<file path="src/rtl/sfs_pkg.sv">
// ---------------------------------------------------------------------------
// sfs_pkg
// Shared types and constants of the sprite frame sequencer: operation codes,
// register indexes, sequencer states and the structs passed between modules.
// ---------------------------------------------------------------------------
package sfs_pkg;

   // duration table geometry, fixed by the 4-bit entry and frame fields
   localparam int FRAME_SLOTS = 16;
   localparam int FRAME_W     = 4;
   localparam int DUR_W       = 16;
   localparam int POS_W       = 17;
   localparam int COUNT_W     = 5;
   localparam int SPEED_W     = 16;
   localparam int FNUM_W      = 16;
   localparam int CSR_IDX_W   = 2;
   localparam int CSR_DATA_W  = 16;

   // reset values of the control registers
   localparam logic [COUNT_W-1:0] FRAME_COUNT_RESET = 5'd1;
   localparam logic               LOOP_RESET        = 1'b0;
   localparam logic [SPEED_W-1:0] SPEED_RESET       = 16'd256;

   // operation codes of a request transaction
   typedef enum logic [1:0] {
      OP_TICK      = 2'd0,
      OP_WRITE_DUR = 2'd1,
      OP_RESTART   = 2'd2,
      OP_SET_FRAME = 2'd3
   } op_type;

   // control register indexes
   localparam logic [CSR_IDX_W-1:0] CSR_FRAME_COUNT = 2'd0;
   localparam logic [CSR_IDX_W-1:0] CSR_LOOP_ENABLE = 2'd1;
   localparam logic [CSR_IDX_W-1:0] CSR_SPEED       = 2'd2;

   // sequencer states
   typedef enum logic [1:0] {
      S_IDLE,
      S_EXEC,
      S_STEP,
      S_REPLY
   } state_type;

   // control register set as seen by the engine
   typedef struct packed {
      logic [COUNT_W-1:0] frame_count;
      logic               loop_enable;
      logic [SPEED_W-1:0] speed;
   } cfg_type;

   // result of one transaction
   typedef struct packed {
      logic [FRAME_W-1:0] frame_index;
      logic               completed;
      logic               active;
      logic [POS_W-1:0]   position;
   } rsp_type;

   // write port of the duration table
   typedef struct packed {
      logic               en;
      logic [FRAME_W-1:0] addr;
      logic [DUR_W-1:0]   data;
   } dur_wr_type;

endpackage

</file>
<file path="src/rtl/sfs_dur_ram.sv">
// ---------------------------------------------------------------------------
// sfs_dur_ram
// Frame duration table: one write port and one read port, read data
// registered, read before write on the same address.
// ---------------------------------------------------------------------------
module sfs_dur_ram (
   input  logic                             clock,
   input  sfs_pkg::dur_wr_type              wr,
   input  logic [sfs_pkg::FRAME_W-1:0]      rd_addr,
   output logic [sfs_pkg::DUR_W-1:0]        rd_data
);

   logic [sfs_pkg::DUR_W-1:0] dur_mem_ff [sfs_pkg::FRAME_SLOTS];
   logic [sfs_pkg::DUR_W-1:0] rd_data_ff;

   // write port
   always_ff @(posedge clock) begin
      if (wr.en) begin
         dur_mem_ff[wr.addr] <= wr.data;
      end
   end

   // registered read port
   always_ff @(posedge clock) begin
      rd_data_ff <= dur_mem_ff[rd_addr];
   end

   assign rd_data = rd_data_ff;

endmodule

</file>
<file path="src/rtl/sfs_rsp_reg.sv">
// ---------------------------------------------------------------------------
// sfs_rsp_reg
// Output register of the result channel: holds one finished result until the
// receiver takes it, and tells the engine when it can take a new one.
// ---------------------------------------------------------------------------
module sfs_rsp_reg (
   input  logic             clock,
   input  logic             reset,
   input  logic             load,
   input  sfs_pkg::rsp_type load_data,
   output logic             free,
   output logic             rsp_valid,
   input  logic             rsp_ready,
   output sfs_pkg::rsp_type rsp_data
);

   logic             valid_ff;
   logic             valid_in;
   sfs_pkg::rsp_type data_ff;

   // slot is free when empty or being drained this cycle
   assign free     = !valid_ff || rsp_ready;
   assign valid_in = load || (valid_ff && !rsp_ready);

   always_ff @(posedge clock) begin
      if (reset) begin
         valid_ff <= 1'b0;
      end else begin
         valid_ff <= valid_in;
      end
   end

   // result payload
   always_ff @(posedge clock) begin
      if (load) begin
         data_ff <= load_data;
      end
   end

   assign rsp_valid = valid_ff;
   assign rsp_data  = data_ff;

endmodule

</file>
<file path="src/rtl/sfs_engine.sv">
// ---------------------------------------------------------------------------
// sfs_engine
// Sequencer of the frame stepper: holds position, frame and flags, decodes
// each transaction and walks the duration table one entry per cycle on a tick.
// ---------------------------------------------------------------------------
module sfs_engine #(
   parameter int MAX_ADVANCE = 16
) (
   input  logic                            clock,
   input  logic                            reset,
   input  sfs_pkg::cfg_type                cfg,
   input  logic                            req_valid,
   output logic                            req_ready,
   input  logic [1:0]                      req_op,
   input  logic [sfs_pkg::FRAME_W-1:0]     req_entry_index,
   input  logic [sfs_pkg::DUR_W-1:0]       req_duration,
   input  logic signed [sfs_pkg::FNUM_W-1:0] req_frame_number,
   input  logic                            req_overwrite,
   output sfs_pkg::dur_wr_type             dur_wr,
   output logic [sfs_pkg::FRAME_W-1:0]     dur_rd_addr,
   input  logic [sfs_pkg::DUR_W-1:0]       dur_rd_data,
   input  logic                            rsp_free,
   output logic                            rsp_load,
   output sfs_pkg::rsp_type                rsp_data
);

   localparam int ADV_W = $clog2(MAX_ADVANCE + 1);
   localparam logic [ADV_W-1:0] ADV_LIMIT = ADV_W'(MAX_ADVANCE);

   sfs_pkg::state_type              state_ff, state_in;
   logic [sfs_pkg::POS_W-1:0]       pos_ff, pos_in;
   logic [sfs_pkg::FRAME_W-1:0]     frame_ff, frame_in;
   logic                            done_ff, done_in;
   logic                            active_ff, active_in;
   logic [ADV_W-1:0]                adv_ff, adv_in;

   // latched request payload
   sfs_pkg::op_type                 op_ff;
   logic [sfs_pkg::FRAME_W-1:0]     idx_ff;
   logic [sfs_pkg::DUR_W-1:0]       dur_ff;
   logic signed [sfs_pkg::FNUM_W-1:0] fnum_ff;
   logic                            ovw_ff;

   logic                            accept;
   logic [sfs_pkg::COUNT_W-1:0]     cnt_eff;
   logic [sfs_pkg::FRAME_W-1:0]     cnt_last;
   logic [sfs_pkg::POS_W:0]         pos_sum;
   logic [sfs_pkg::POS_W-1:0]       dur_eff;
   logic                            reach;
   logic [sfs_pkg::COUNT_W-1:0]     frame_next;
   logic [sfs_pkg::FRAME_W-1:0]     frame_clamp;

   assign accept = req_valid && req_ready;

   // effective frame count, clamped into 1..FRAME_SLOTS
   always_comb begin
      if (cfg.frame_count == '0) begin
         cnt_eff = sfs_pkg::COUNT_W'(1);
      end else if (cfg.frame_count > sfs_pkg::COUNT_W'(sfs_pkg::FRAME_SLOTS)) begin
         cnt_eff = sfs_pkg::COUNT_W'(sfs_pkg::FRAME_SLOTS);
      end else begin
         cnt_eff = cfg.frame_count;
      end
   end
   assign cnt_last = sfs_pkg::FRAME_W'(cnt_eff - sfs_pkg::COUNT_W'(1));

   // tick arithmetic: speed add, zero duration counts as one lsb
   assign pos_sum    = {1'b0, pos_ff} + {{(sfs_pkg::POS_W + 1 - sfs_pkg::SPEED_W){1'b0}},
                                         cfg.speed};
   assign dur_eff    = (dur_rd_data == '0) ? sfs_pkg::POS_W'(1) : {1'b0, dur_rd_data};
   assign reach      = pos_ff >= dur_eff;
   assign frame_next = {1'b0, frame_ff} + sfs_pkg::COUNT_W'(1);

   // set-frame clamp of the signed request
   always_comb begin
      if (fnum_ff[sfs_pkg::FNUM_W-1]) begin
         frame_clamp = '0;
      end else if (fnum_ff >= $signed({{(sfs_pkg::FNUM_W - sfs_pkg::COUNT_W){1'b0}},
                                       cnt_eff})) begin
         frame_clamp = cnt_last;
      end else begin
         frame_clamp = fnum_ff[sfs_pkg::FRAME_W-1:0];
      end
   end

   // state register and animation state
   always_ff @(posedge clock) begin
      if (reset) begin
         state_ff  <= sfs_pkg::S_IDLE;
         pos_ff    <= '0;
         frame_ff  <= '0;
         done_ff   <= 1'b0;
         active_ff <= 1'b0;
         adv_ff    <= '0;
      end else begin
         state_ff  <= state_in;
         pos_ff    <= pos_in;
         frame_ff  <= frame_in;
         done_ff   <= done_in;
         active_ff <= active_in;
         adv_ff    <= adv_in;
      end
   end

   // request payload capture
   always_ff @(posedge clock) begin
      if (accept) begin
         op_ff   <= sfs_pkg::op_type'(req_op);
         idx_ff  <= req_entry_index;
         dur_ff  <= req_duration;
         fnum_ff <= req_frame_number;
         ovw_ff  <= req_overwrite;
      end
   end

   // next state and outputs
   always_comb begin
      state_in    = state_ff;
      pos_in      = pos_ff;
      frame_in    = frame_ff;
      done_in     = done_ff;
      active_in   = active_ff;
      adv_in      = adv_ff;
      req_ready   = 1'b0;
      rsp_load    = 1'b0;
      dur_wr.en   = 1'b0;
      dur_wr.addr = idx_ff;
      dur_wr.data = dur_ff;

      case (state_ff)
         sfs_pkg::S_IDLE: begin
            req_ready = 1'b1;
            if (req_valid) begin
               state_in = sfs_pkg::S_EXEC;
            end
         end

         sfs_pkg::S_EXEC: begin
            state_in = sfs_pkg::S_REPLY;
            case (op_ff)
               sfs_pkg::OP_TICK: begin
                  if (active_ff) begin
                     pos_in   = pos_sum[sfs_pkg::POS_W-1:0];
                     adv_in   = '0;
                     state_in = sfs_pkg::S_STEP;
                  end
               end
               sfs_pkg::OP_WRITE_DUR: begin
                  dur_wr.en = 1'b1;
               end
               sfs_pkg::OP_RESTART: begin
                  if (ovw_ff || !active_ff) begin
                     active_in = 1'b1;
                     frame_in  = '0;
                     pos_in    = '0;
                     done_in   = 1'b0;
                  end
               end
               sfs_pkg::OP_SET_FRAME: begin
                  frame_in = frame_clamp;
                  pos_in   = '0;
               end
               default: begin
                  state_in = sfs_pkg::S_REPLY;
               end
            endcase
         end

         // one table entry per cycle; read data belongs to frame_ff
         sfs_pkg::S_STEP: begin
            if (adv_ff == ADV_LIMIT) begin
               if (reach) begin
                  pos_in = '0;
               end
               state_in = sfs_pkg::S_REPLY;
            end else if (!reach) begin
               state_in = sfs_pkg::S_REPLY;
            end else begin
               pos_in = pos_ff - dur_eff;
               adv_in = adv_ff + ADV_W'(1);
               if (frame_next >= cnt_eff) begin
                  done_in  = 1'b1;
                  frame_in = cfg.loop_enable ? '0 : cnt_last;
               end else begin
                  frame_in = frame_next[sfs_pkg::FRAME_W-1:0];
               end
            end
         end

         sfs_pkg::S_REPLY: begin
            if (rsp_free) begin
               rsp_load = 1'b1;
               state_in = sfs_pkg::S_IDLE;
            end
         end

         default: begin
            state_in = sfs_pkg::S_IDLE;
         end
      endcase
   end

   // read address follows the next frame so data is ready in the next cycle
   assign dur_rd_addr = frame_in;

   assign rsp_data.frame_index = frame_ff;
   assign rsp_data.completed   = done_ff;
   assign rsp_data.active      = active_ff;
   assign rsp_data.position    = pos_ff;

endmodule

</file>
<file path="src/rtl/sprite_frame_sequencer_top.sv">
// ---------------------------------------------------------------------------
// sprite_frame_sequencer_top
// Animation frame sequencer: steps a frame index through a table of Q8.8
// frame durations, one tick transaction per video frame.
//
// Request channel (req_*): op 0 tick, 1 write a duration entry, 2 restart,
// 3 set frame. Every request transaction yields exactly one result
// transaction on the rsp_* channel with frame, flags and position after it.
// Control registers (csr_*) are written with a single-cycle write enable:
// index 0 frame count, 1 loop enable, 2 speed. Write them only while idle.
// Order: an accepted request passes through an execute state and a reply
// state, which loads the result into the output register; a tick while
// active walks a step state in between, advancing up to MAX_ADVANCE frames.
// The engine takes the next request once back in idle after the load, and
// takes none while a request is in work. The tick walk reads one duration
// entry per cycle from the table memory.
// A finished result waits in the output register while the receiver stalls;
// the next request is already taken and worked on, and holds only if its own
// result finds the register still full.
// Reset clears position, frame and flags and loads the register defaults;
// the duration table is not cleared and must be written before use.
// ---------------------------------------------------------------------------
module sprite_frame_sequencer_top #(
   parameter int MAX_ADVANCE = 16
) (
   input  logic                                 clock,
   input  logic                                 reset,
   input  logic                                 req_valid,
   output logic                                 req_ready,
   input  logic [1:0]                           req_op,
   input  logic [sfs_pkg::FRAME_W-1:0]          req_entry_index,
   input  logic [sfs_pkg::DUR_W-1:0]            req_duration,
   input  logic signed [sfs_pkg::FNUM_W-1:0]    req_frame_number,
   input  logic                                 req_overwrite,
   output logic                                 rsp_valid,
   input  logic                                 rsp_ready,
   output logic [sfs_pkg::FRAME_W-1:0]          rsp_frame_index,
   output logic                                 rsp_completed,
   output logic                                 rsp_active,
   output logic [sfs_pkg::POS_W-1:0]            rsp_position_out,
   input  logic                                 csr_write_enable,
   input  logic [sfs_pkg::CSR_IDX_W-1:0]        csr_index,
   input  logic [sfs_pkg::CSR_DATA_W-1:0]       csr_write_data
);

   sfs_pkg::cfg_type    cfg_ff;
   sfs_pkg::dur_wr_type dur_wr;
   logic [sfs_pkg::FRAME_W-1:0] dur_rd_addr;
   logic [sfs_pkg::DUR_W-1:0]   dur_rd_data;
   logic                rsp_free;
   logic                rsp_load;
   sfs_pkg::rsp_type    rsp_next;
   sfs_pkg::rsp_type    rsp_out;

   // control registers
   always_ff @(posedge clock) begin
      if (reset) begin
         cfg_ff.frame_count <= sfs_pkg::FRAME_COUNT_RESET;
         cfg_ff.loop_enable <= sfs_pkg::LOOP_RESET;
         cfg_ff.speed       <= sfs_pkg::SPEED_RESET;
      end else if (csr_write_enable) begin
         case (csr_index)
            sfs_pkg::CSR_FRAME_COUNT: begin
               cfg_ff.frame_count <= csr_write_data[sfs_pkg::COUNT_W-1:0];
            end
            sfs_pkg::CSR_LOOP_ENABLE: begin
               cfg_ff.loop_enable <= csr_write_data[0];
            end
            sfs_pkg::CSR_SPEED: begin
               cfg_ff.speed <= csr_write_data[sfs_pkg::SPEED_W-1:0];
            end
            default: begin
               cfg_ff <= cfg_ff;
            end
         endcase
      end
   end

   // sequencer
   sfs_engine #(
      .MAX_ADVANCE (MAX_ADVANCE)
   ) u_engine (
      .clock            (clock),
      .reset            (reset),
      .cfg              (cfg_ff),
      .req_valid        (req_valid),
      .req_ready        (req_ready),
      .req_op           (req_op),
      .req_entry_index  (req_entry_index),
      .req_duration     (req_duration),
      .req_frame_number (req_frame_number),
      .req_overwrite    (req_overwrite),
      .dur_wr           (dur_wr),
      .dur_rd_addr      (dur_rd_addr),
      .dur_rd_data      (dur_rd_data),
      .rsp_free         (rsp_free),
      .rsp_load         (rsp_load),
      .rsp_data         (rsp_next)
   );

   // duration table
   sfs_dur_ram u_dur_ram (
      .clock   (clock),
      .wr      (dur_wr),
      .rd_addr (dur_rd_addr),
      .rd_data (dur_rd_data)
   );

   // result output register
   sfs_rsp_reg u_rsp_reg (
      .clock     (clock),
      .reset     (reset),
      .load      (rsp_load),
      .load_data (rsp_next),
      .free      (rsp_free),
      .rsp_valid (rsp_valid),
      .rsp_ready (rsp_ready),
      .rsp_data  (rsp_out)
   );

   assign rsp_frame_index  = rsp_out.frame_index;
   assign rsp_completed    = rsp_out.completed;
   assign rsp_active       = rsp_out.active;
   assign rsp_position_out = rsp_out.position;

endmodule

</file>
<file path="config.mk">
export PLATFORM = sky130hd
export DESIGN_NAME = sprite_frame_sequencer_top
export DESIGN_NICKNAME = d
export VERILOG_FILES = /design/src/rtl/sfs_pkg.sv /design/src/rtl/sfs_dur_ram.sv /design/src/rtl/sfs_rsp_reg.sv /design/src/rtl/sfs_engine.sv /design/src/rtl/sprite_frame_sequencer_top.sv
export SDC_FILE = /design/constraint.sdc
export NUM_CORES = 1
export LEC_CHECK = 0
export BUFFER_PORTS_ARGS = -buffer_cell sky130_fd_sc_hd__buf_2
export CORE_AREA = 2 2 185 187
export DETAILED_ROUTE_END_ITERATION = 10
export DIE_AREA = 0 0 187 189
export PLACE_DENSITY = 0.74
export SLEW_MARGIN = 0
export SYNTH_ARGS = -nofsm -noshare
export SYNTH_HDL_FRONTEND = slang
export SYNTH_HIERARCHICAL = 1
export SYNTH_SLANG_ARGS = --single-unit
</file>
<file path="constraint.sdc">
create_clock -name clock -period 4.3 [get_ports clock]
set_input_delay 1.075 -clock clock [delete_from_list [all_inputs] [get_ports clock]]
set_output_delay 1.075 -clock clock [all_outputs]
set_load 0.05 [all_outputs]
</file>
==> results of run 1 <==
## sequential cells by signal (all words and copies together) (netlist names), 5 cells and up
register / count
u_dur_ram/dur_mem_ff: 256
u_rsp_reg/rsp_data: 23
cfg_ff: 22
u_engine/pos_ff: 17
u_dur_ram/rd_data: 16
u_engine/dur_ff: 16
u_engine/fnum_ff: 16
u_engine/adv_ff: 5
## power by group through the flow
stage,logic [W],clock network [W],registers (W)
3_3_place_gp,0.00127,0,0.00470
6_report,0.00133,0.00333,0.00464
3_5_place_dp,0.00129,0,0.00472
2_1_floorplan,0.000959,0,0.00467
4_1_cts,0.00130,0.00340,0.00464
5_1_grt,0.00147,0.00354,0.00468
## repair_timing
action / in CTS / in global routing
resized for setup: 1 / 3
gates cloned: 0 / 1
setup endpoints to repair: 6 / 16
pin swaps: 0 / 1
buffers inserted: 0 / 6
## worst max-delay path, stage by stage (launching register included)
cell and delay [ps]:
sky130_fd_sc_hd__dfxtp_1 340, sky130_fd_sc_hd__nor4_4 330, sky130_fd_sc_hd__a41o_1 210, sky130_fd_sc_hd__ha_1 200, sky130_fd_sc_hd__nor2b_4 50, sky130_fd_sc_hd__o31a_1 290, sky130_fd_sc_hd__o31a_1 320, sky130_fd_sc_hd__o31a_1 370
sky130_fd_sc_hd__o211ai_1 300, sky130_fd_sc_hd__nand2_1 170, sky130_fd_sc_hd__nand3_4 190, sky130_fd_sc_hd__buf_4 170, sky130_fd_sc_hd__clkbuf_16 180, sky130_fd_sc_hd__mux4_2 520, sky130_fd_sc_hd__a22oi_1 250, sky130_fd_sc_hd__nand2_1 100
## worst paths after layout
kind | startpoint | endpoint | depth (start not counted)
worst min-delay path | u_engine/done_ff | u_rsp_reg/rsp_data[18] | 0
worst max register to register | u_dur_ram/rd_data[9] | u_dur_ram/rd_data[12] | 15
worst min register to register | u_engine/done_ff | u_rsp_reg/rsp_data[18] | 0
worst max-delay path | u_dur_ram/rd_data[9] | u_dur_ram/rd_data[12] | 15
## per-stage QoR
| step | power [W] | setup slack (ps) | std cells | area (sq um) | util, % |
|---|---|---|---|---|---|
| after global routing | 0.00969 | -0.395 | 1669 | 19000 | 57.0 |
| after floorplan | 0.00563 | 732 | 1066 | 16500 | - |
| after global placement | 0.00597 | -37.1 | 1588 | 17600 | 52.9 |
| after detailed placement | 0.00601 | -22.8 | 1588 | 17600 | 52.9 |
| after CTS | 0.00934 | 83.0 | 1662 | 18900 | 56.7 |
| final | 0.00930 | 190 | 1670 | 19000 | 57.0 |
## cells in the final DEF (no fill, tap or decap), types with 6 or more instances in the layout
master / count
sky130_fd_sc_hd__o21ai_0: 28
sky130_fd_sc_hd__a22oi_1: 40
sky130_fd_sc_hd__xor2_1: 12
sky130_fd_sc_hd__nand2_1: 45
sky130_fd_sc_hd__a21oi_1: 33
sky130_fd_sc_hd__nor2_1: 63
sky130_fd_sc_hd__buf_4: 30
sky130_fd_sc_hd__nand3_1: 16
sky130_fd_sc_hd__nand2b_1: 42
sky130_fd_sc_hd__clkinv_1: 9
sky130_fd_sc_hd__ha_1: 54
sky130_fd_sc_hd__or3_1: 6
sky130_fd_sc_hd__dfxtp_1: 69
sky130_fd_sc_hd__mux4_1: 10
sky130_fd_sc_hd__mux4_2: 54
sky130_fd_sc_hd__a31oi_1: 8
sky130_fd_sc_hd__nor3_1: 10
sky130_fd_sc_hd__clkbuf_1: 10
sky130_fd_sc_hd__clkbuf_16: 41
sky130_fd_sc_hd__a211oi_1: 16
sky130_fd_sc_hd__edfxtp_1: 318
sky130_fd_sc_hd__and2_1: 7
sky130_fd_sc_hd__xnor2_1: 14
sky130_fd_sc_hd__mux2i_1: 25
sky130_fd_sc_hd__o211ai_1: 6
sky130_fd_sc_hd__inv_1: 40
sky130_fd_sc_hd__buf_2: 86
sky130_fd_sc_hd__a21o_1: 15
sky130_fd_sc_hd__nor4_1: 6
sky130_fd_sc_hd__clkinv_2: 8
## cell families (layout without fill, tap and decap cells)
| group | after synthesis | after routing | synth area share (%) |
|---|---|---|---|
| DFF | 387 | 387 | 66.1 |
| AOI/OAI and AO/OA | 191 | 191 | 8.06 |
| xor gates and xnor gates | 26 | 26 | 1.38 |
| muxes | 92 | 92 | 10.7 |
| adders and majority gates | 56 | 56 | 4.33 |
| buffers and inverters | 80 | 235 | 2.28 |
| other | 0 | 1 | 0 |
| and+or+nand+nor | 234 | 234 | 7.22 |
## per-layer routing
layer  up-vias  part of all wire [%]  routed length [microns]  track usage, %
met4         0                   2.9                     1020            6.72
met2       359                    49                    16900            32.7
met1      4749                    42                    14400            25.8
li1       4414                     -                        -               -
met3        75                   6.8                     2350            3.37
met5         -                     0                        0               0
## cell type report
cell class              count  area share (%)
well taps                 448            2.95
diodes                      1          0.0132
multi-input cells         599            27.9
inverters                  40           0.791
clock inverters            24            1.27
clock buffers              50            5.47
repair buffers            121            3.96
flip-flops and latches    387            57.6
==> impl_metrics.csv, run 1 <==
group,metric,value,unit
drt,drt_pass1_iterations,5,
worst_setup_path,worstPathRequired,4730,ps
pwr,power.static_leakage,6.76,nW
worst_setup_path,worstSetupEndpointType,"flip-flop",
floorplan,fp-row-count,67,
place,gp_congestion,0.858,
drt,postRouteWirelength,34700,microns
layout,total_area_of_multi_input_combinational_cells,0.00530,sq mm
worst_setup_path,start_kind,"flip-flop",
floorplan,die_height,189,microns
worst_setup_path,reg2reg_setup_slack,190,ps
clocking,clock_tree.htree_level_count,2,
logic_synthesis,syn_avg_cell_area,15.5,sq um
worst_setup_path,timing.setup.critical_path_class,"reg -> reg",
run_status,outcome,"complete, no violations",
clocking,cts.sink_count,387,
drt,drt_iter0_drc,900,
sta,actual_transition_at_the_worst_max_transition_pin,1140,ps
pwr,internal_power,0.00683,W
logic_synthesis,syn-num-nets,1184,
floorplan,initial_core_utilization,49.7,%
global_routing,global_route_wire_length_before_repair,52900,microns
sta,maxSlewHeadroom,24.2,%
logic_synthesis,count_of_state_elements_after_synthesis,387,
logic_synthesis,synthTopCellsByCount,"sky130_fd_sc_hd__edfxtp_1, sky130_fd_sc_hd__dfxtp_1, sky130_fd_sc_hd__nor2_1, sky130_fd_sc_hd__ha_1, sky130_fd_sc_hd__mux4_2",
place,io_buffer_count,86,
job,max_cap_viol_count,0,
sta,final_cycle_utilization_of_the_critical_path,95.6,%
logic_synthesis,edff_count_synth,318,
clocking,numCtsBuffers,40,
logic_synthesis,syn_inst,1066,
sta,max_freq,243,MHz
global_routing,grt_overflow,0,
logic_synthesis,synth-main-ff-cell,"sky130_fd_sc_hd__edfxtp_1",
global_routing,grt_start_max_net_pins,69,
drt,antenna_violating_nets_post_route,0,
clocking,clock_insertion_delay_worst_skew,550,ps
place,dp.final_hpwl,21400,microns
floorplan,core_area,0.0333,sq mm
pwr,switching_power,0.00247,W
layout,fraction_of_final_layout_cells_with_drive_strength_greater_than_1,21.3,%
global_routing,all_layer_global_routing_usage,19.4,%
logic_synthesis,most_frequently_used_cell_type_in_the_post_synthesis_netlist,"sky130_fd_sc_hd__edfxtp_1",
sta,min_period,4110,ps
logic_synthesis,synth.lib_cells_used.distinct,70,
clocking,cts_tree,"yes",
worst_setup_path,worstPathArrival,4540,ps
drt,num_vias,9597,
logic_synthesis,biggest_area_contributors_in_the_synthesized_netlist,"sky130_fd_sc_hd__edfxtp_1, sky130_fd_sc_hd__dfxtp_1, sky130_fd_sc_hd__mux4_2",
logic_synthesis,ys_warn_count,6,
pwr,netSwitchingFraction,26.5,%
pwr,power_density_over_cell_area,490,mW/mm^2
sta,setup_violations,0,
worst_setup_path,crit_path_max_fanout,10,
sta,final_max_slew_viol_count,0,
logic_synthesis,yosysSeqAreaShare,66.1,%
drt,wire_per_inst,20.8,microns
drt,routed_via_density,5.75,
sta,finalHoldViolations,0,
clocking,cts_buffer_depth,3,
logic_synthesis,asyncSetResetFlopFracSynth,0,%
clocking,hold_buffers,0,
floorplan,dieArea,0.0353,sq mm
pwr,clockPowerShare,35.8,%
pwr,combinationalPowerShare,14.3,%
layout,layout.area.seq,0.0109,sq mm
layout,fillCellCount,2540,
clocking,clock_tree.root_cell,"sky130_fd_sc_hd__clkbuf_16",
global_routing,grt_pass1_vias,9353,
drt,route.detailed.drc,0,
logic_synthesis,netlist.area_leader.share,57.7,%
sta,hold_ws,453,ps
sta,totalNegativeSetupSlack,0,ps
pwr,vdd_drop_max,0.317,mV
pwr,power_frac_seq,49.9,%
layout,area_growth_syn_to_layout,14.7,%
global_routing,grt_antenna_before_repair,1,
logic_synthesis,synth.largest_area_cell,"sky130_fd_sc_hd__edfxtp_1",
floorplan,die_width,187,microns
min_path,hold_path.class,"reg -> reg",
layout,nNetsFinal,1307,
floorplan,ios,87,
logic_synthesis,netlist_area,0.0165,sq mm
sta,finClkSkew,22.6,ps
clocking,cts.clk_slew.worst_paths,60,ps
(Power assumes the default switching activity.)
==> run 2: changes to the inputs <==
--- a/config.mk
+++ b/config.mk
@@ -7,9 +7,12 @@
 export LEC_CHECK = 0
 export BUFFER_PORTS_ARGS = -buffer_cell sky130_fd_sc_hd__buf_2
 export CORE_AREA = 2 2 185 187
+export CTS_BUF_LIST = sky130_fd_sc_hd__clkbuf_8
+export CTS_CLUSTER_DIAMETER = 40
 export DETAILED_ROUTE_END_ITERATION = 10
 export DIE_AREA = 0 0 187 189
 export PLACE_DENSITY = 0.74
+export RECOVER_POWER = 50
 export SLEW_MARGIN = 0
 export SYNTH_ARGS = -nofsm -noshare
 export SYNTH_HDL_FRONTEND = slang
==> run 2 against run 1 <==
Against the previous run:
- the run now ends with capacitance limit, slew limit left
- worst hold slack hardly changed
- cell area is 0.64% lower
- highest routed layer unchanged
- total power is 2.9% lower
- register-to-register slack better by 20 ps
- via count is 0.10% higher
==> impl_metrics.csv, run 2 (synthesis gave the netlist of run 1 again) <==
group,metric,value,unit
worst_setup_path,worstReg2RegEnd,"u_dur_ram/rd_data[5]",
layout,finalNonFillerCells,1702,
drt,route.detailed.drc,0,
min_path,worst_hold_path.endpoint,"u_rsp_reg/rsp_data[18]",
worst_setup_path,crit_top_cell,"sky130_fd_sc_hd__o31a_1",
global_routing,grt_antenna_before_repair,0,
sta,setup_violations,0,
place,dp_cells,1588,
clocking,clock_tree.htree_level_count,2,
drt,antenna_violating_nets_post_route,0,
worst_setup_path,max_stage_delay,530,ps
run_status,failed_checks,"capacitance limit, slew limit",
worst_setup_path,crit_path_max_fanout,21,
place,gp_congestion,0.858,
clocking,clock_tree.root_cell,"sky130_fd_sc_hd__clkbuf_8",
worst_setup_path,timing.critical_path.max_delay_family,"compound AO/OA/AOI/OAI gates",
sta,final_max_slew_viol_count,95,
layout,total_area_of_multi_input_combinational_cells,0.00529,sq mm
layout,final_common_cell,"sky130_fd_sc_hd__edfxtp_1",
global_routing,grt_pass1_vias,9506,
place,placed_cell_area,0.0176,sq mm
worst_setup_path,worstSetupEndpointType,"flip-flop",
layout,fraction_of_final_layout_cells_with_drive_strength_greater_than_1,22.1,%
drt,wire_per_inst,20.3,microns
layout,layout.cell_area.non_filler,0.0188,sq mm
floorplan,core_area,0.0333,sq mm
clocking,cts_tree,"yes",
worst_setup_path,worstPathCellList,"nor4_4, a41o_1, ha_1, nor2b_4, o31a_1, o31a_1, o31a_1, o211ai_1, nand2_1, nand3_4, buf_12, mux4_2, a22oi_1, nand2_1",
pwr,power.static_leakage,6.81,nW
worst_setup_path,worstPathRequired,4780,ps
floorplan,dieArea,0.0353,sq mm
sta,max_freq,245,MHz
worst_setup_path,start_kind,"flip-flop",
min_path,hold_path.class,"reg -> reg",
layout,fillCellCount,2549,
sta,totalNegativeSetupSlack,0,ps
job,max_cap_viol_count,2,
layout,flip_flop_count_of_the_largest_register_after_layout,256,
sta,finClkSkew,28.9,ps
drt,drt_pass1_iterations,5,
min_path,whs_path_depth,0,
layout,nNetsFinal,1321,
drt,postRouteWirelength,34500,microns
clocking,cts.sink_count,387,
worst_setup_path,worst-r2r-cell-count,14,
global_routing,global_route_wire_length_before_repair,53300,microns
floorplan,initial_core_utilization,49.7,%
sta,hold_ws,454,ps
global_routing,all_layer_global_routing_usage,19.6,%
worst_setup_path,path_buf_inv,1,
place,dp.final_hpwl,21400,microns
drt,num_vias,9607,
floorplan,die_width,187,microns
sta,maxSlewHeadroom,-63.6,%
drt,routed_via_density,5.64,
global_routing,grt_start_max_net_pins,69,
clocking,cts_buffer_depth,3,
sta,min_period,4090,ps
sta,actual_transition_at_the_worst_max_transition_pin,2450,ps
floorplan,fp-row-count,67,
place,io_buffer_count,86,
layout,final_cell_mix,"sky130_fd_sc_hd__edfxtp_1, sky130_fd_sc_hd__buf_2, sky130_fd_sc_hd__dfxtp_1, sky130_fd_sc_hd__clkbuf_8, sky130_fd_sc_hd__nor2_1",
worst_setup_path,worstPathArrival,4560,ps
layout,num_antenna_cells,0,
worst_setup_path,worst_path_max_delay_cell,"sky130_fd_sc_hd__mux4_2",
global_routing,grt_overflow,0,
floorplan,ios,87,
worst_setup_path,timing.setup.critical_path_class,"reg -> reg",
clocking,clock_insertion_delay_worst_skew,640,ps
layout,area_growth_syn_to_layout,13.9,%
worst_setup_path,rr_startpoint,"u_dur_ram/rd_data[9]",
layout,layout.area.seq,0.0109,sq mm
clocking,numCtsBuffers,59,
worst_setup_path,reg2reg_setup_slack,210,ps
floorplan,die_height,189,microns
drt,drt_iter0_drc,851,
min_path,holdCritStartpoint,"u_engine/done_ff",
sta,final_cycle_utilization_of_the_critical_path,95.0,%
pwr,power_density_over_cell_area,479,mW/mm^2
layout,largest_register,"u_dur_ram/dur_mem_ff",
sta,finalHoldViolations,0,
run_status,outcome,"finished, violations left",
pwr,vdd_drop_max,0.252,mV
clocking,cts.clk_slew.worst_paths,60,ps
==> run 2: cell count changes in the layout (fill, tap and decap cells not counted), moves of 3 or more <==
cell                        delta
sky130_fd_sc_hd__clkinv_2      -3
sky130_fd_sc_hd__clkbuf_1      -8
sky130_fd_sc_hd__clkbuf_8     +69
sky130_fd_sc_hd__clkbuf_16    -41
sky130_fd_sc_hd__buf_4         -4
sky130_fd_sc_hd__inv_1        +21
==> run 2: layout make-up <==
type / instances / share of cell area [%]
Timing Repair Buffer: 116 / 3.68
Tap cell: 448 / 2.97
Multi-Input combinational cell: 599 / 28.1
Inverter: 40 / 0.797
Clock buffer: 69 / 5.04
Clock inverter: 43 / 1.46
Sequential cell: 387 / 58.0
==> run 2: worst max-delay path by stage <==
stage	slack, ps	end	startpoint	cells past startpoint
global placement	-40	u_dur_ram/rd_data[5]	u_dur_ram/rd_data[9]	14
finish	210	u_dur_ram/rd_data[5]	u_dur_ram/rd_data[9]	14
floorplan	730	u_dur_ram/rd_data[11]	u_dur_ram/rd_data[13]	15
detailed placement	-20	u_dur_ram/rd_data[3]	u_dur_ram/rd_data[9]	14
CTS	70	u_dur_ram/rd_data[3]	u_dur_ram/rd_data[9]	14
global route	-40	u_dur_ram/rd_data[5]	u_dur_ram/rd_data[9]	14
==> run 2: where the power goes <==
part           internal, W  total (W)  switching (W)  leakage, nW
clock              0.00165    0.00306        0.00140        0.702
combinational     0.000512    0.00133       0.000817         2.65
sequential         0.00440    0.00464       0.000238         3.45
total              0.00657    0.00903        0.00246         6.81
==> run 2: per-stage QoR <==
stage / utilization (%) / total power, W / setup WS (ps)
finish: 56.6 / 0.00903 / 214
global route: 56.6 / 0.00943 / -42.1
CTS: 56.6 / 0.00909 / 70.3
detailed placement: 52.9 / 0.00601 / -22.8
global placement: 52.9 / 0.00597 / -37.1
floorplan: - / 0.00563 / 732
==> run 2: layer usage <==
| layer | GRT usage [%] | part of all wire, % | vias to the layer above |
|---|---|---|---|
| met2 | 32.8 | 48 | 347 |
| met5 | 0 | 0 | - |
| met4 | 6.72 | 2.6 | 0 |
| li1 | - | - | 4449 |
| met3 | 3.63 | 6.4 | 68 |
| met1 | 26.0 | 43 | 4743 |
==> run 2: repair_timing <==
action,in CTS,in global routing
pin swaps,0,1
gates resized for setup,1,3
buffers inserted,0,2
setup endpoints to repair,4,13
hold buffers,0,0
